[src/sv/ecbs_pkg.sv]
// ---------------------------------------------------------------------------
// ecbs_pkg
// Shared types and constants of the error code blink sequencer.
// ---------------------------------------------------------------------------
package ecbs_pkg;

   // item kinds
   localparam logic KIND_LOAD = 1'b0;
   localparam logic KIND_TICK = 1'b1;

   // pattern phases
   localparam logic [2:0] PH_LEAD_GAP = 3'd0;
   localparam logic [2:0] PH_LEAD_ON  = 3'd1;
   localparam logic [2:0] PH_LEAD_OFF = 3'd2;
   localparam logic [2:0] PH_BIT_ON   = 3'd3;
   localparam logic [2:0] PH_BIT_OFF  = 3'd4;
   localparam logic [2:0] PH_TAIL_GAP = 3'd5;

   // timing
   localparam int          TICK_W     = 18;
   localparam logic [15:0] UNIT_RESET = 16'd200;

   // register map
   localparam logic REG_UNIT_TICKS = 1'b0;

   // one result word
   typedef struct packed {
      logic led;
      logic pattern_end;
      logic active;
   } ecbs_result_type;

endpackage

[src/sv/ecbs_prep.sv]
// ---------------------------------------------------------------------------
// ecbs_prep
// Decodes a loaded code: lead symbol, value to show and its top bit index.
// ---------------------------------------------------------------------------
module ecbs_prep #(
   parameter int CODE_WIDTH = 32,
   parameter int IDX_W      = $clog2(CODE_WIDTH)
) (
   input  logic [CODE_WIDTH-1:0] error_code,
   output logic                  lead_is_long,
   output logic [CODE_WIDTH-1:0] shown_bits,
   output logic [IDX_W-1:0]      top_idx
);

   logic neg;

   // sign, and value to show: the code, or one minus the code when negative
   assign neg          = error_code[CODE_WIDTH-1];
   assign lead_is_long = !neg && (error_code != '0);
   assign shown_bits   = neg ? (CODE_WIDTH'(1) - error_code) : error_code;

   // priority encoder, highest set bit wins, zero gives index 0
   always_comb begin
      top_idx = '0;
      for (int i = 0; i < CODE_WIDTH; i++) begin
         if (shown_bits[i]) begin
            top_idx = IDX_W'(i);
         end
      end
   end

endmodule

[src/sv/ecbs_seq.sv]
// ---------------------------------------------------------------------------
// ecbs_seq
// Pattern state and phase timing; advances once per processed word.
// ---------------------------------------------------------------------------
module ecbs_seq
   import ecbs_pkg::*;
#(
   parameter int CODE_WIDTH = 32,
   parameter int IDX_W      = $clog2(CODE_WIDTH)
) (
   input  logic                  clock,
   input  logic                  reset,
   input  logic                  advance,
   input  logic                  kind,
   input  logic                  load_lead_is_long,
   input  logic [CODE_WIDTH-1:0] load_shown_bits,
   input  logic [IDX_W-1:0]      load_top_idx,
   input  logic [15:0]           unit_ticks,
   output ecbs_result_type       result
);

   logic                  showing_ff, showing_in;
   logic [CODE_WIDTH-1:0] shown_ff, shown_in;
   logic                  lead_long_ff, lead_long_in;
   logic [IDX_W-1:0]      top_idx_ff, top_idx_in;
   logic [IDX_W-1:0]      bpos_ff, bpos_in;
   logic [2:0]            phase_ff, phase_in;
   logic [TICK_W-1:0]     ticks_ff, ticks_in;

   logic [TICK_W-1:0] unit_len;
   logic [TICK_W-1:0] long_len;
   logic [TICK_W-1:0] phase_len;
   logic [TICK_W-1:0] ticks_inc;
   logic [IDX_W-1:0]  bpos_dec;
   logic              cur_bit;
   logic              done;
   logic              pat_end;

   // length of the current phase
   assign unit_len  = (unit_ticks == 16'd0) ? TICK_W'(1) : TICK_W'(unit_ticks);
   assign long_len  = unit_len + {unit_len[TICK_W-2:0], 1'b0};
   assign cur_bit   = shown_ff[bpos_ff - IDX_W'(1)];
   assign ticks_inc = ticks_ff + TICK_W'(1);
   assign done      = ticks_inc >= phase_len;
   assign bpos_dec  = (bpos_ff != '0) ? bpos_ff - IDX_W'(1) : bpos_ff;

   always_comb begin
      case (phase_ff)
         PH_LEAD_ON: phase_len = lead_long_ff ? long_len : unit_len;
         PH_BIT_ON:  phase_len = cur_bit ? long_len : unit_len;
         default:    phase_len = unit_len;
      endcase
   end

   // next state
   always_comb begin
      showing_in   = showing_ff;
      shown_in     = shown_ff;
      lead_long_in = lead_long_ff;
      top_idx_in   = top_idx_ff;
      bpos_in      = bpos_ff;
      phase_in     = phase_ff;
      ticks_in     = ticks_ff;
      pat_end      = 1'b0;
      if (advance) begin
         if (kind == KIND_LOAD) begin
            showing_in   = 1'b1;
            shown_in     = load_shown_bits;
            lead_long_in = load_lead_is_long;
            top_idx_in   = load_top_idx;
            bpos_in      = load_top_idx;
            phase_in     = PH_LEAD_GAP;
            ticks_in     = '0;
         end else if (showing_ff) begin
            ticks_in = done ? '0 : ticks_inc;
            if (done) begin
               case (phase_ff)
                  PH_LEAD_GAP: phase_in = PH_LEAD_ON;
                  PH_LEAD_ON:  phase_in = PH_LEAD_OFF;
                  PH_LEAD_OFF: phase_in = (bpos_ff != '0) ? PH_BIT_ON : PH_TAIL_GAP;
                  PH_BIT_ON:   phase_in = PH_BIT_OFF;
                  PH_BIT_OFF: begin
                     bpos_in  = bpos_dec;
                     phase_in = (bpos_dec != '0) ? PH_BIT_ON : PH_TAIL_GAP;
                  end
                  default: begin
                     pat_end  = 1'b1;
                     bpos_in  = top_idx_ff;
                     phase_in = PH_LEAD_GAP;
                  end
               endcase
            end
         end
      end
   end

   // result word from the updated state
   assign result.led         = showing_in && (phase_in == PH_LEAD_ON || phase_in == PH_BIT_ON);
   assign result.pattern_end = pat_end;
   assign result.active      = showing_in;

   always_ff @(posedge clock) begin
      if (reset) begin
         showing_ff   <= 1'b0;
         shown_ff     <= '0;
         lead_long_ff <= 1'b0;
         top_idx_ff   <= '0;
         bpos_ff      <= '0;
         phase_ff     <= PH_LEAD_GAP;
         ticks_ff     <= '0;
      end else begin
         showing_ff   <= showing_in;
         shown_ff     <= shown_in;
         lead_long_ff <= lead_long_in;
         top_idx_ff   <= top_idx_in;
         bpos_ff      <= bpos_in;
         phase_ff     <= phase_in;
         ticks_ff     <= ticks_in;
      end
   end

endmodule

[src/sv/error_code_blink_sequencer_unit.sv]
// ---------------------------------------------------------------------------
// error_code_blink_sequencer_unit
// Blinks a signed error code on a status LED as long and short pulses.
// ---------------------------------------------------------------------------
// Usage:
//  - req channel: kind 0 loads error_code and restarts the pattern at the
//    leading gap; kind 1 is one timebase tick. Every word gives one rsp word.
//  - rsp channel: led level, pattern_end on the tick that closes one
//    repetition, active once a code has been loaded.
//  - csr port: unit_ticks at byte address 0 (reset 200, 0 acts as 1).
//    Write it only while no word is in flight.
// Pipeline:
//  - a word is taken into the input register; once the output register is
//    free the sequencer updates its state and the result goes into the
//    output register, where rsp_valid rises and the word waits for rsp_ready.
//  - one word per cycle sustained while rsp_ready stays high.
//  - a stalled rsp side holds its word, the input register still takes one
//    more word, then req_ready drops until the output register frees.
// Reset: pattern idle, both pipeline registers empty; output word data not reset.
// ---------------------------------------------------------------------------
module error_code_blink_sequencer_unit
   import ecbs_pkg::*;
#(
   parameter int CODE_WIDTH = 32
) (
   input  logic                  clock,
   input  logic                  reset,
   // request channel
   input  logic                  req_valid,
   output logic                  req_ready,
   input  logic                  req_kind,
   input  logic [CODE_WIDTH-1:0] req_error_code,
   // result channel
   output logic                  rsp_valid,
   input  logic                  rsp_ready,
   output logic                  rsp_led,
   output logic                  rsp_pattern_end,
   output logic                  rsp_active,
   // register port
   input  logic                  csr_psel,
   input  logic                  csr_penable,
   input  logic                  csr_pwrite,
   input  logic [2:0]            csr_paddr,
   input  logic [31:0]           csr_pwdata,
   output logic [31:0]           csr_prdata,
   output logic                  csr_pready
);

   localparam int IDX_W = $clog2(CODE_WIDTH);

   logic                  in_valid_ff, in_valid_in;
   logic                  in_kind_ff;
   logic [CODE_WIDTH-1:0] in_code_ff;
   logic                  rsp_valid_ff, rsp_valid_in;
   ecbs_result_type       rsp_data_ff;
   logic [15:0]           unit_ticks_ff;

   logic                  out_free;
   logic                  advance;
   logic                  req_take;
   logic                  csr_write;
   logic                  lead_is_long;
   logic [CODE_WIDTH-1:0] shown_bits;
   logic [IDX_W-1:0]      top_idx;
   ecbs_result_type       result;

   // pipeline handshake
   assign out_free  = !rsp_valid_ff || rsp_ready;
   assign advance   = in_valid_ff && out_free;
   assign req_ready = !in_valid_ff || out_free;
   assign req_take  = req_valid && req_ready;

   assign in_valid_in  = req_take ? 1'b1 : (advance ? 1'b0 : in_valid_ff);
   assign rsp_valid_in = advance ? 1'b1 : (rsp_ready ? 1'b0 : rsp_valid_ff);

   always_ff @(posedge clock) begin
      if (reset) begin
         in_valid_ff  <= 1'b0;
         rsp_valid_ff <= 1'b0;
      end else begin
         in_valid_ff  <= in_valid_in;
         rsp_valid_ff <= rsp_valid_in;
      end
   end

   // input word register
   always_ff @(posedge clock) begin
      if (req_take) begin
         in_kind_ff <= req_kind;
         in_code_ff <= req_error_code;
      end
   end

   // code decode
   ecbs_prep #(
      .CODE_WIDTH (CODE_WIDTH),
      .IDX_W      (IDX_W)
   ) u_prep (
      .error_code   (in_code_ff),
      .lead_is_long (lead_is_long),
      .shown_bits   (shown_bits),
      .top_idx      (top_idx)
   );

   // sequencer
   ecbs_seq #(
      .CODE_WIDTH (CODE_WIDTH),
      .IDX_W      (IDX_W)
   ) u_seq (
      .clock             (clock),
      .reset             (reset),
      .advance           (advance),
      .kind              (in_kind_ff),
      .load_lead_is_long (lead_is_long),
      .load_shown_bits   (shown_bits),
      .load_top_idx      (top_idx),
      .unit_ticks        (unit_ticks_ff),
      .result            (result)
   );

   // output word register
   always_ff @(posedge clock) begin
      if (advance) begin
         rsp_data_ff <= result;
      end
   end

   assign rsp_valid       = rsp_valid_ff;
   assign rsp_led         = rsp_data_ff.led;
   assign rsp_pattern_end = rsp_data_ff.pattern_end;
   assign rsp_active      = rsp_data_ff.active;

   // register port
   assign csr_pready = 1'b1;
   assign csr_write  = csr_psel && csr_penable && csr_pwrite && csr_pready;

   always_ff @(posedge clock) begin
      if (reset) begin
         unit_ticks_ff <= UNIT_RESET;
      end else if (csr_write && csr_paddr[2] == REG_UNIT_TICKS) begin
         unit_ticks_ff <= csr_pwdata[15:0];
      end
   end

   assign csr_prdata = (csr_paddr[2] == REG_UNIT_TICKS) ? {16'd0, unit_ticks_ff} : 32'd0;

endmodule

[config.mk]
export PLATFORM = sky130hd
export DESIGN_NAME = error_code_blink_sequencer_unit
export DESIGN_NICKNAME = d
export VERILOG_FILES = /design/src/sv/ecbs_pkg.sv /design/src/sv/ecbs_prep.sv /design/src/sv/ecbs_seq.sv /design/src/sv/error_code_blink_sequencer_unit.sv
export SDC_FILE = /design/constraint.sdc
export NUM_CORES = 1
export LEC_CHECK = 0
export ABC_AREA = 0
export BUFFER_PORTS_ARGS = -buffer_cell sky130_fd_sc_hd__buf_2
export CORE_ASPECT_RATIO = 1.1
export CORE_MARGIN = 3
export CORE_UTILIZATION = 40
export CTS_CLUSTER_DIAMETER = 120
export DETAILED_ROUTE_END_ITERATION = 16
export GPL_TIMING_DRIVEN = 0
export HOLD_SLACK_MARGIN = 0.06
export PLACE_DENSITY_LB_ADDON = 0.05
export SYNTH_ARGS = -nofsm -noshare
export SYNTH_HDL_FRONTEND = slang
export SYNTH_SLANG_ARGS = --single-unit
[constraint.sdc]
create_clock -name clock -period 7.55 [get_ports clock]
set_input_delay 1.51 -clock clock [delete_from_list [all_inputs] [get_ports clock]]
set_output_delay 1.51 -clock clock [all_outputs]
set_load 0.01 [all_outputs]
; ---- After elaboration in Yosys (flattened, before gate mapping)
; Cells that the tools add are included.
; Widths: inputs -> output; s select.
[totals]
ff_bits = 119
input_bits = 75
output_inout_bits = 38
elab_cells = 119
[op_classes]
add_sub_neg = 4
order_cmp = 2
eq_ne = 9
mux = 61
bitwise = 2
reduce_logical = 26
[op_table]
columns = operator, count
row1 = $mux 5, 20
row2 = $mux 18, 5
row3 = $pmux 18 s2, 1
row4 = $mux 16, 2
row5 = $mux 32, 1
row6 = $mux 4, 8
row7 = $reduce_bool 32->1, 1
row8 = $sub 1x32->32 const A, 1
row9 = $mux 3, 10
row10 = $add 18x1->18 const B, 1
row11 = $add 18x18->18, 1
row12 = $ge 18x18->1, 1
row13 = $logic_not 16->1, 1
row14 = $pmux 3 s5, 1
row15 = $pmux 5 s2, 1
row16 = $reduce_bool 5->1, 2
row17 = $eq 3x2->1 const B, 3
row18 = $mux 1, 9
row19 = $logic_and 1x1->1, 7
row20 = $eq 3x1->1 const B, 2
row21 = $lt 5x6->1 const B, 1
row22 = $bmux 1 s5, 1
row23 = $reduce_or 5->1, 1
row24 = $sub 5x1->5 const B, 1
row25 = 13 further kinds, 22

; ---- Logic depth before layout (Yosys ltp)
; Gate-level depths: netlist (run 1).
[depth]
depth_word = 34
ltp_mapped = 26
ltp_nobuf = 25

; ---- Hierarchy
; From an unflattened synthesis (run 1), not the netlist that was laid out.
[hier_totals]
cells_unflattened = 1035
area_unflattened_um2 = 8782.2
[by_module_without_submodules]
columns = module, instances, cells_each, area_per_inst_um2, seq_area_each_um2
row1 = ecbs_seq, 1, 624, 4958.5, 1301.2
row2 = error_code_blink_sequencer_unit, 1, 152, 2137.0, 1441.4
row3 = ecbs_prep, 1, 259, 1686.6, 0.0

; ---- Worst setup path before layout (run 1)
; OpenSTA, ideal clock, no wires.
[synth_path]
path_type = reg2reg
from = register unit_ticks_ff[14]
to = register u_seq.ticks_ff[7]
setup_time_ns = 0.091
arrival_ns = 4.972
required_time_ns = 7.459
slack_ns = 2.487
stages_incl_launch_ff = 25
path_buffers = 2
period_less_slack_ns = 5.063
path_cell_list = dfxtp_1 > inv_1 > ha_1 > nand4_1 > nor4_1 > clkbuf_1 > nor2_1 > ha_1 > or3_1 > o211ai_1 > a31oi_1 > a21o_1 > a21oi_1 > xnor2_1 > mux2i_1 > ha_1 > a2111oi_0 > o21ai_0 > o221ai_1 > a21o_1 > nand2b_1 > nor2_1 > clkbuf_1 > o21ai_0 > a311oi_1
[synth_between]
elab_chain_cells = 9
[synth_rtl]
columns = element, line
row1 = from (decl), error_code_blink_sequencer_unit.sv:56  ; logic [15:0] unit_ticks_ff;
row2 = from (signal assigned), error_code_blink_sequencer_unit.sv:141  ; unit_ticks_ff <= csr_pwdata[15:0];
row3 = $logic_not 16->1, ecbs_seq.sv:40  ; assign unit_len = (unit_ticks == 16'd0) ? TICK_W'(1) : TICK_W'(unit_ticks);
row4 = $mux 16 (*), ecbs_seq.sv:40
row5 = $add 18x18->18, ecbs_seq.sv:41  ; assign long_len = unit_len + {unit_len[TICK_W-2:0], 1'b0};
row6 = $mux 18 (on tied branches), "ecbs_seq.sv:50, ecbs_seq.sv:49"
row7 = $pmux 18 s2 (*), ecbs_seq.sv:48  ; case (phase_ff)
row8 = $ge 18x18->1 (*), ecbs_seq.sv:44  ; assign done = ticks_inc >= phase_len;
row9 = $mux 18 (*), ecbs_seq.sv:75  ; ticks_in = done ? '0 : ticks_inc;
row10 = $mux 18 (*), ecbs_seq.sv:74  ; end else if (showing_ff) begin
row11 = $mux 18 (*), ecbs_seq.sv:66  ; if (kind == KIND_LOAD) begin
row12 = to (signal assigned), ecbs_seq.sv:118  ; ticks_ff <= ticks_in;
row13 = to (decl), ecbs_seq.sv:28  ; logic [TICK_W-1:0] ticks_ff, ticks_in;
; Every way passes the cells marked *; elsewhere a longest branch is shown, timed or not. The select of a mux whose other input is x is not followed.
; A chain may end at the register's enable or synchronous reset.

; ---- Worst setup path in the final report (run 1)
; Same ends and word-level chain as after synthesis.

==> metrics.md, run 1 <==
| Metric | Value |
|---|---|
| Critical Path AT | `6570 ps` |
| Max Root-Sink Buffers | `2` |
| Worst Skew | `just under 9 ps` |
| Site Rows | `55` |
| Primary FF master, synth | `dfxtp_1` |
| Post-CTS resize count | `0` |
| CP startpoint kind | `flip-flop` |
| CP Class | `flip-flop to flip-flop` |
| Cells after Synth | `1006` |
| Final HPWL DP | `between 15000 and 20000 um` |
| Die W | `144 um` |
| RSZ-0062 raised after global routing | `false` |
| Post-CTS Setup Bufs | `0` |
| Gpl congestion | `0.869` |
| Avg Cell Area, Syn | `between 8 and 9 um2` |
| Clk_lat worst skew | `between 400 and 500 ps` |
| Grt total ovfl | `0` |
| Final Instance Area | `about 9800 um2` |
| Final setup violation count | `0` |
| CTS tree | `built` |
| GRT Resource Usage Total | `approximately a fifth` |
| Slowest cell on crit path | `nor4_1` |
| Per-cell routed wire length | `~17 um` |
| Core Footprint | `about 21000 um2` |
| DP Area | `slightly above 9000 um2` |
| CP Cell Sequence | `inv_1 > ha_1 > nand4_1 > nor4_1 > clkbuf_1 > nor2_1 > ha_1 > or3_1 > o211ai_1 > a31oi_1 > a21o_1 > a21oi_1 > xnor2_1 > mux2i_1 > ha_1 > a2111oi_0 > o21ai_0 > o221ai_1 > a21o_1 > nand2b_1 > nor2_1 > clkbuf_1 > o21ai_0 > a311oi_1` |
| Clock slew at reported path FFs | `~60 ps` |
| Final period util | `82.8%` |
| CTS Hold Bufs | `0` |
| Ys async rst share | `0%` |
| Synth cell types | `80` |
| I/O Buffers | `76` |
| Via/cell ratio | `roughly 5.4` |
| Nets@finish | `1235` |
| Pwr Density | `roughly 180 nW/um2` |
| Initial core utilization | `between 40% and 50%` |
| EDFF count, synth | `36` |
| Yosys reg bits | `around 120` |
| DRC marker count from the first detailed-route iteration | `around 310` |
| Slew headroom | `approximately a third` |
| Outcome | `finished clean` |
| # diodes | `0` |
| Crit path top cell by count | `ha_1` |
| Worst Path Max Fanout | `10` |
| Layout cells sized above 1 | `between 10% and 20%` |
| Place WS | `roughly 1300 ps` |
| Synthesized area | `approximately 8400 um2` |
| Sequential Area | `between 2000 and 3000 um2` |
| CP Capture Type | `flip-flop` |
| YS warnings | `0` |
| CP required | `a little under 8000 ps` |
| Clk sinks | `around 120` |
| Fmax | `approximately 160 MHz` |
| Vias in the first global route | `roughly 7200` |
| VDD IR max | `between 0.00015 and 0.0002 V` |
| Fin. max-slew vios | `0` |
| Final ANT Viol Nets | `0` |
| Max-cap viol count | `0` |
| Fin worst setup slack | `between 1000 and 1500 ps` |
| IO Pins | `~110` |
| Hold Crit Class | `flip-flop to flip-flop` |
| Sequential area share after synthesis | `around 33%` |
| CTS buffer count | `17` |
| Hold Fails Final Rpt | `0` |
| Die Span Y | `158 um` |
| Crit path time final | `6250 ps` |
| Largest net degree at the start of global routing | `34` |
| Initial antenna violation count | `0` |
| Delay of the slowest critical-path stage | `~830 ps` |
| Drt first pass iters | `5` |
| Multi-input gate area | `5200 um2` |
| Vias | `between 7000 and 8000` |
| Lkg Pwr | `about 3.8 nW` |
| P&R area growth vs syn | `15.9%` |
| H-tree Lvls | `4` |
| Global-route wire length before repair | `between 30000 and 40000 um` |
| Routed WL | `22900 um` |
| Die area | `between 20000 and 25000 um2` |
| Worst-margin pin slew | `approximately 990 ps` |
| Setup tns final | `0 ps` |
| Drt drc | `0` |
| Fillers | `between 2000 and 2500` |
| CTS root buffer | `clkbuf_16` |
==> final cells by class <==
cell class / instances / share of cell area [%]
multi-input combinational: 782 / 53.2
sequential: 119 / 28.0
clock buffer: 24 / 5.04
buffer: 84 / 4.24
timing repair buffer: 76 / 3.89
tap: 256 / 3.28
inverter: 36 / 1.38
clock inverter: 8 / 0.960
==> synth_stat cells (28+ instances only) <==
cell	instances	share of area, %
edfxtp_1	36	13
nor3_1	39	2.3
o21ai_0	37	2.2
clkbuf_1	52	2.3
dfxtp_1	83	20
nand2_1	83	3.7
inv_1	36	1.6
ha_1	43	6.4
nor2_1	128	5.7
a21oi_1	60	3.6
a211oi_1	29	2.6
xnor2_1	32	3.3
xor2_1	28	2.9
==> power breakdown <==
group          total (mW)  internal [mW]  switching (mW)
Clock               0.813          0.521           0.292
Sequential          0.704          0.684          0.0196
Combinational       0.228         0.0894           0.138
Total                1.74           1.29           0.450
==> routing by layer <==
layer / up-vias / share of wire [%] / global-route usage (%)
met3: 30 / 3.1 / 2.97
met1: 3486 / 41 / 24.0
met5: - / 0 / 0
li1: 3880 / - / -
met4: 0 / 2.0 / 6.66
met2: 149 / 54 / 38.3
==> path summary, 6_finish.rpt <==
check	startpoint	endpoint	slack, ps	depth (start not counted)
worst min register to register	u_seq.shown_ff[25]	u_seq.shown_ff[25]	460	2
worst max-delay path	unit_ticks_ff[14]	u_seq.ticks_ff[7]	1300	24
worst max register to register	unit_ticks_ff[14]	u_seq.ticks_ff[7]	1300	24
worst min-delay path	u_seq.shown_ff[25]	u_seq.shown_ff[25]	460	2
==> worst max-delay path, delay by kind of cell, from the launching register on <==
kind | cells | cell delay (ps)
buffers and inverters | 3 | 950
AND/OR/NAND/NOR | 6 | 1840
AO/OA/AOI/OAI | 10 | 2150
adder cells (fa/ha/maj) | 3 | 630
multiplexers | 1 | 100
XOR/XNOR | 1 | 150
flip-flops | 1 | 340
==> placed cells by master (no fill, tap or decap), types with 5 or more instances in the layout <==
cell type    n
a211oi_1    29
a21o_1       6
a21oi_1     60
a22oi_1      5
a311oi_1    13
a31oi_1     15
a41oi_1      7
and3_1      13
buf_2       83
buf_4       20
clkbuf_1    56
clkbuf_16   18
clkinv_2     5
conb_1      17
dfxtp_1     83
edfxtp_1    36
ha_1        43
inv_1       36
mux2i_1     21
mux4_2      10
nand2_1     83
nand2b_1    11
nand3_1     21
nand4_1      9
nor2_1     128
nor2b_1     13
nor3_1      39
nor4_1      13
o211a_1      6
o211ai_1     8
o21a_1       6
o21ai_0     37
o31ai_1      8
or2_2        7
or3_1       15
xnor2_1     32
xor2_1      28
==> state kept, by name, indices dropped and copies added, names as in the netlist, 3 cells and up <==
signal and flops:
u_seq.top_idx_ff 5, unit_ticks_ff 16, u_seq.shown_ff 32, in_code_ff 32
u_seq.bpos_ff 5, u_seq.ticks_ff 18, u_seq.phase_ff 3
==> cell families (layout without fill, tap and decap cells) <==
logic type                 Yosys count  in the layout  share of synthesized area, %
other                                2             17                        0.0891
and+or+nand+nor                    379            379                          22.1
xor gates and xnor gates            60             60                          6.23
adders and majority gates           44             44                          6.62
buffers and inverters              120            228                          6.51
AOI/OAI and AO/OA                  247            247                          20.2
muxes                               35             35                          5.70
DFF                                119            119                          32.5
==> per-stage QoR <==
step | instances | hold slack, ps | util [%] | power [mW]
after CTS | 1385 | 456 | 47.4 | 1.76
after global placement | 1353 | 438 | 44.5 | 0.944
after global routing | 1385 | 472 | 47.4 | 1.82
after floorplan | 1021 | 433 | - | 0.875
final | 1385 | 455 | 47.4 | 1.74
after detailed placement | 1353 | 448 | 44.5 | 0.945
Note: power is estimated with default switching activity, not from simulation.
==> run 2: changes to the inputs <==
==> constraint.sdc (replaced) <==
create_clock -name clock -period 5.3 [get_ports clock]
set_input_delay 1.06 -clock clock [delete_from_list [all_inputs] [get_ports clock]]
set_output_delay 1.06 -clock clock [all_outputs]
set_load 0.01 [all_outputs]
==> metrics.md, run 2 (synthesis gave the netlist of run 1 again) <==
| Metric | Value |
|---|---|
| CTS root buffer | `clkbuf_16 (unchanged)` |
| Drt drc | `0 (unchanged)` |
| Site Rows | `55 (unchanged)` |
| Lkg Pwr | `3.96 nW (was 3.77 nW)` |
| Vias in the first global route | `7222 (was 7199)` |
| GRT Resource Usage Total | `20.5% (about the same)` |
| CP Capture Type | `flip-flop (unchanged)` |
| Final period util | `96.3% (was 82.8%)` |
| Die W | `144 um (unchanged)` |
| Gpl congestion | `0.869 (unchanged)` |
| Critical Path AT | `5420 ps (was 6570 ps)` |
| Per-cell routed wire length | `16.8 um (was 16.6 um)` |
| Routed WL | `23600 um (was 22900 um)` |
| Power Total | `2.50 mW (was 1.74 mW)` |
| Core Footprint | `20600 um2 (unchanged)` |
| Max-cap viol count | `0 (unchanged)` |
| Initial antenna violation count | `0 (unchanged)` |
| P&R area growth vs syn | `22.3% (was 15.9%)` |
| Worst-margin pin slew | `901 ps (was 986 ps)` |
| CTS buffer count | `17 (unchanged)` |
| Clock slew at reported path FFs | `60 ps (about the same)` |
| Met2 usage | `38.4% (was 38.3%)` |
| Worst Path Max Fanout | `5 (was 10)` |
| Nets@finish | `1255 (was 1235)` |
| Crit path time final | `5100 ps (was 6250 ps)` |
| Fmax | `196 MHz (was 160 MHz)` |
| GRT busiest layer | `met2 (unchanged)` |
| Global-route wire length before repair | `37200 um (about the same)` |
| Clk sinks | `119 (unchanged)` |
| H-tree Lvls | `4 (unchanged)` |
| Clk_lat worst skew | `420 ps (about the same)` |
| Most common cell after layout, fill and taps aside | `nor2_1 (unchanged)` |
| Largest net degree at the start of global routing | `34 (unchanged)` |
| Hold Fails Final Rpt | `0 (unchanged)` |
| Final ANT Viol Nets | `0 (unchanged)` |
| CTS Hold Bufs | `0 (unchanged)` |
| DRC marker count from the first detailed-route iteration | `302 (was 311)` |
| I/O Buffers | `76 (unchanged)` |
| Grt total ovfl | `0 (unchanged)` |
| Largest regs | `in_code_ff (32), u_seq.shown_ff (32), u_seq.ticks_ff (18) (unchanged)` |
| IO Pins | `113 (unchanged)` |
| Pwr Density | `242 nW/um2 (was 178 nW/um2)` |
| CP required | `5620 ps (was 7870 ps)` |
| Die area | `22900 um2 (unchanged)` |
| Max Root-Sink Buffers | `2 (unchanged)` |
| CTS tree | `built (unchanged)` |
| Fillers | `2028 (was 2046)` |
| Sequential Area | `2760 um2 (was 2740 um2)` |
| CP startpoint kind | `flip-flop (unchanged)` |
| Hold Crit Class | `flip-flop to flip-flop (unchanged)` |
| VDD IR max | `0.000225 V (was 0.000157 V)` |
| Worst Skew | `9.50 ps (was 8.72 ps)` |
| Slew headroom | `39.5% (was 33.7%)` |
| Met3 Resource Use GR | `2.97% (unchanged)` |
| Met1 Use GR | `24.0% (unchanged)` |
| DP Area | `9190 um2 (unchanged)` |
| CP Class | `flip-flop to flip-flop (unchanged)` |
| Slowest cell on crit path | `a2111oi_4 (was nor4_1)` |
| Outcome | `finished clean (unchanged)` |
| Most frequent cells in the layout | `123 x nor2_1, 83 x nand2_1, 81 x buf_2 (was 128 x nor2_1, 83 x nand2_1, 83 x buf_2, 83 x dfxtp_1, 60 x a21oi_1)` |
| # diodes | `0 (unchanged)` |
| Die Span Y | `158 um (unchanged)` |
| Delay of the slowest critical-path stage | `370 ps (was 830 ps)` |
| Layout cells sized above 1 | `21.7% (was 15.1%)` |
| DP Cell Count | `1353 (unchanged)` |
| Drt first pass iters | `5 (unchanged)` |
| Multi-input gate area | `5490 um2 (was 5200 um2)` |
| Post-route insts no fill | `1405 (was 1385)` |
| Via/cell ratio | `5.44 (was 5.45)` |
| Initial core utilization | `40.8% (unchanged)` |
| Setup tns final | `0 ps (unchanged)` |
| Final setup violation count | `0 (unchanged)` |
| Final Instance Area | `10300 um2 (was 9780 um2)` |
| Fin. max-slew vios | `0 (unchanged)` |
| Vias | `7643 (was 7545)` |
| Final HPWL DP | `17900 um (unchanged)` |
[run 2: cell types whose count changed in the layout (fill, tap and decap cells not counted), sizes merged]
cell / delta
buf: +24
clkbuf: -4
[run 2: critical path, delay by kind of cell (launching register included)]
| family | cells | cell delay [ps] |
|---|---|---|
| adders and majority gates | 3 | 770 |
| DFF | 1 | 340 |
| and+or+nand+nor | 9 | 1560 |
| xor gates and xnor gates | 1 | 160 |
| buffers and inverters | 3 | 430 |
| muxes | 1 | 100 |
| AOI/OAI and AO/OA | 8 | 1630 |
[run 2: metal layers]
layer	up-vias	part of all wire, %
met5	-	0
met4	0	2.0
met3	34	2.7
met2	129	54
met1	3563	41
li1	3917	-
[run 2: repair_timing]
action | CTS | global route
pin swaps | 3 | 33
resized for setup | 23 | 81
buffers inserted | 3 | 16
cloned | 0 | 1
setup endpoints to repair | 28 | 28
[run 2: through the flow]
stage / hold slack, ps / util, % / setup slack [ps]
CTS: 456 / 47.8 / 2.64
global route: 472 / 49.9 / -112
finish: 454 / 49.9 / 195
floorplan: 433 / - / 237
detailed placement: 448 / 44.5 / -992
global placement: 438 / 44.5 / -916
[run 2: worst paths after layout]
check | startpoint | endpoint | slack [ps] | depth (start not counted)
setup / recovery | unit_ticks_ff[11] | u_seq.ticks_ff[12] | 200 | 25
hold / removal | u_seq.shown_ff[25] | u_seq.shown_ff[25] | 450 | 2
setup reg to reg | unit_ticks_ff[11] | u_seq.ticks_ff[12] | 200 | 25
hold reg to reg | u_seq.shown_ff[25] | u_seq.shown_ff[25] | 450 | 2
[run 2: area by class of cell]
type,count,share of cell area (%)
clock buffer,24,4.78
multi-input combinational,782,53.2
clock inverter,8,0.910
buffer,84,4.50
timing repair buffer,96,5.35
tap,256,3.11
sequential,119,26.7
inverter,36,1.38
[run 2: report_power, final]
group | leakage (nW) | switching, mW | total [mW] | internal, mW
clock | 0.293 | 0.415 | 1.16 | 0.742
sequential | 1.03 | 0.0289 | 1.00 | 0.974
combinational | 2.64 | 0.202 | 0.337 | 0.135
total | 3.96 | 0.646 | 2.50 | 1.85
==> run 3: changes to the inputs <==
--- a/config.mk
+++ b/config.mk
@@ -7,12 +7,11 @@
 export LEC_CHECK = 0
 export ABC_AREA = 0
 export BUFFER_PORTS_ARGS = -buffer_cell sky130_fd_sc_hd__buf_2
-export CORE_ASPECT_RATIO = 1.1
 export CORE_MARGIN = 3
 export CORE_UTILIZATION = 40
-export CTS_CLUSTER_DIAMETER = 120
+export CTS_CLUSTER_DIAMETER = 150
 export DETAILED_ROUTE_END_ITERATION = 16
-export GPL_TIMING_DRIVEN = 0
+export GPL_TIMING_DRIVEN = 1
 export HOLD_SLACK_MARGIN = 0.06
 export PLACE_DENSITY_LB_ADDON = 0.05
 export SYNTH_ARGS = -nofsm -noshare
==> metrics.md, run 3 (synthesis gave the netlist of run 1 again) <==
| Metric | Value |
|---|---|
| Crit path top cell by count | `ha_1` |
| Start point of the critical path | `unit_ticks_ff[4] (was unit_ticks_ff[11])` |
| Vias | `7346 (was 7643)` |
| Metal-1 WL | `9500 um (was 9670 um)` |
| Via/cell ratio | `5.37 (was 5.44)` |
| Fmax | `200 MHz (was 196 MHz)` |
| Hold Fails Final Rpt | `0 (unchanged)` |
| Crit path time final | `4990 ps (was 5100 ps)` |
| Final ANT Viol Nets | `0 (unchanged)` |
| Final period util | `94.2% (was 96.3%)` |
| Final HPWL DP | `15800 um (was 17900 um)` |
| Global-route wire length before repair | `34900 um (was 37200 um)` |
| Slew headroom | `36.8% (was 39.5%)` |
| Die area | `22900 um2 (about the same)` |
| Met2 WL | `11000 um (was 12800 um)` |
| Worst Hold Path EP | `u_seq.shown_ff[25] (unchanged)` |
| Hold Crit Class | `flip-flop to flip-flop (unchanged)` |
| Die W | `151 um (was 144 um)` |
| Largest regs | `in_code_ff (32), u_seq.shown_ff (32), u_seq.ticks_ff (18) (unchanged)` |
| Site Rows | `52 (was 55)` |
| Fin. max-slew vios | `0 (unchanged)` |
| Worst reg2reg setup slack | `310 ps (was 200 ps)` |
| H-tree Lvls | `4 (unchanged)` |
| Clk sinks | `119 (unchanged)` |
| Worst Reg-to-Reg Cells | `24 (was 25)` |
| CTS root buffer | `clkbuf_16 (unchanged)` |
| Initial core utilization | `41.1% (was 40.8%)` |
| Lkg Pwr | `3.83 nW (was 3.96 nW)` |
| Clk_lat worst skew | `430 ps (was 420 ps)` |
| DRC marker count from the first detailed-route iteration | `241 (was 302)` |
| P&R area growth vs syn | `18.1% (was 22.3%)` |
| R2r startpoint | `unit_ticks_ff[4] (was unit_ticks_ff[11])` |
| CP delay by family, top | `compound AO/OA/AOI/OAI gates (unchanged)` |
| # diodes | `0 (unchanged)` |
| GRT Resource Usage Total | `19.1% (was 20.5%)` |
| CP required | `5640 ps (was 5620 ps)` |
| R2r endpoint | `u_seq.ticks_ff[8] (was u_seq.ticks_ff[12])` |
| Drt first pass iters | `4 (was 5)` |
| Outcome | `finished clean (unchanged)` |
| Worst Skew | `10.1 ps (was 9.50 ps)` |
| Clock slew at reported path FFs | `60 ps (about the same)` |
| Most frequent cells in the layout | `124 x nor2_1, 83 x nand2_1, 83 x dfxtp_1 (was 123 x nor2_1, 83 x nand2_1, 81 x buf_2)` |
| Metal3 WL | `636 um (was 629 um)` |
| Highest routed layer | `met4 (unchanged)` |
| Worst Path Max Fanout | `9 (was 5)` |
| Grt total ovfl | `0 (unchanged)` |
| CP Class | `flip-flop to flip-flop (unchanged)` |
| Most common cell after layout, fill and taps aside | `nor2_1 (unchanged)` |
| Hold Path Origin | `u_seq.shown_ff[25] (unchanged)` |
| Bufs and invs on worst path | `2 (was 3)` |
| Setup tns final | `0 ps (unchanged)` |
| Core Footprint | `20500 um2 (was 20600 um2)` |
| Gpl congestion | `0.837 (was 0.869)` |
| DP Cell Count | `1327 (was 1353)` |
| Layout cells sized above 1 | `20.6% (was 21.7%)` |
| Worst hold margin | `457 ps (was 454 ps)` |
| Die Span Y | `151 um (was 158 um)` |
| CP startpoint kind | `flip-flop (unchanged)` |
| Max Root-Sink Buffers | `2 (unchanged)` |
| I/O Buffers | `77 (was 76)` |
| Slowest cell on crit path | `nor4_4 (was a2111oi_4)` |
| CTS Hold Bufs | `0 (unchanged)` |
| Vias in the first global route | `6907 (was 7222)` |
| CP Cell Sequence | `inv_2 > ha_1 > nand3_2 > nor4_4 > nor2_1 > ha_1 > a21oi_1 > o21a_1 > o211ai_1 > nand2_1 > o21ai_2 > nor3_2 > nor2_1 > xor2_1 > mux2i_1 > ha_1 > a2111oi_4 > o21ai_1 > o221ai_1 > a21o_1 > nand2b_4 > buf_4 > or3_1 > a311oi_2` |
| VDD IR max | `0.000197 V (was 0.000225 V)` |
| Max-cap viol count | `0 (unchanged)` |
| Routed WL | `21500 um (was 23600 um)` |
| Critical Path AT | `5330 ps (was 5420 ps)` |
| CP Capture Type | `flip-flop (unchanged)` |
| Power Total | `2.56 mW (was 2.50 mW)` |
| Pwr Density | `257 nW/um2 (was 242 nW/um2)` |
| Number of cells on the worst hold path | `2 (unchanged)` |
| Final setup violation count | `0 (unchanged)` |
| Nets@finish | `1203 (was 1255)` |
| Largest net degree at the start of global routing | `54 (was 34)` |
| Delay of the slowest critical-path stage | `410 ps (was 370 ps)` |
| CTS buffer count | `17 (unchanged)` |
| Per-cell routed wire length | `15.7 um (was 16.8 um)` |
| CTS tree | `built (unchanged)` |
| Worst-margin pin slew | `942 ps (was 901 ps)` |
| Layout Utilization | `48.6% (was 49.9%)` |
| Initial antenna violation count | `0 (unchanged)` |
| Drt drc | `0 (unchanged)` |
| IO Pins | `113 (unchanged)` |
| Post-route insts no fill | `1367 (was 1405)` |
run 3: changes by cell type in the layout (fill, tap and decap cells not counted), sizes merged:
cell / delta
buf: -4
clkbuf: -53
clkinvlp: +1
inv: +6
clkinv: -2
run 3: repair_timing:
action	in CTS	in global routing
pin swaps	1	15
gates resized for setup	1	34
endpoints found under the setup margin	12	28
buffers inserted	0	8
run 3: worst max path at each step:
stage / depth (start not counted) / end
after floorplan: 24 / u_seq.ticks_ff[7]
after global routing: 24 / u_seq.ticks_ff[8]
after global placement: 24 / u_seq.ticks_ff[10]
after detailed placement: 24 / u_seq.ticks_ff[8]
after CTS: 24 / u_seq.ticks_ff[8]
final: 24 / u_seq.ticks_ff[8]
run 3: layer usage:
| layer | track usage (%) | vias up |
|---|---|---|
| met1 | 23.7 | 3390 |
| met2 | 33.4 | 113 |
| met4 | 6.07 | 0 |
| met5 | 0 | - |
| met3 | 3.71 | 29 |
| li1 | - | 3814 |
run 3: through the flow:
| step | area [um2] | worst slack, ps |
|---|---|---|
| 2_1_floorplan | 8490 | 237 |
| 3_3_place_gp | 9140 | -58.4 |
| 3_5_place_dp | 9140 | -63.7 |
| 4_1_cts | 9780 | 25.0 |
| 5_1_grt | 9960 | -35.5 |
| 6_report | 9960 | 305 |
run 3: layout make-up:
cell class	count	area, um2
clock buffer	19	475
clock inverter	13	156
fill	2027	10500
inverter	36	135
multi-input combinational	782	5340
sequential	119	2740
tap	270	338
timing repair buffer	128	768
run 3: worst reg2reg max path, cell delays in order, from the launching register on:
cell and delay [ps]:
dfxtp_1 330, inv_2 90, ha_1 160, nand3_2 100, nor4_4 410, nor2_1 110
ha_1 340, a21oi_1 200, o21a_1 190, o211ai_1 120, nand2_1 140, o21ai_2 70
nor3_2 260, nor2_1 80, xor2_1 150, mux2i_1 170, ha_1 300, a2111oi_4 280
o21ai_1 140, o221ai_1 190, a21o_1 180, nand2b_4 90, buf_4 170, or3_1 360
a311oi_2 270
run 3: power breakdown:
group	switching, mW	internal [mW]
Combinational	0.176	0.125
Clock	0.478	0.762
Sequential	0.0432	0.974
Total	0.696	1.86
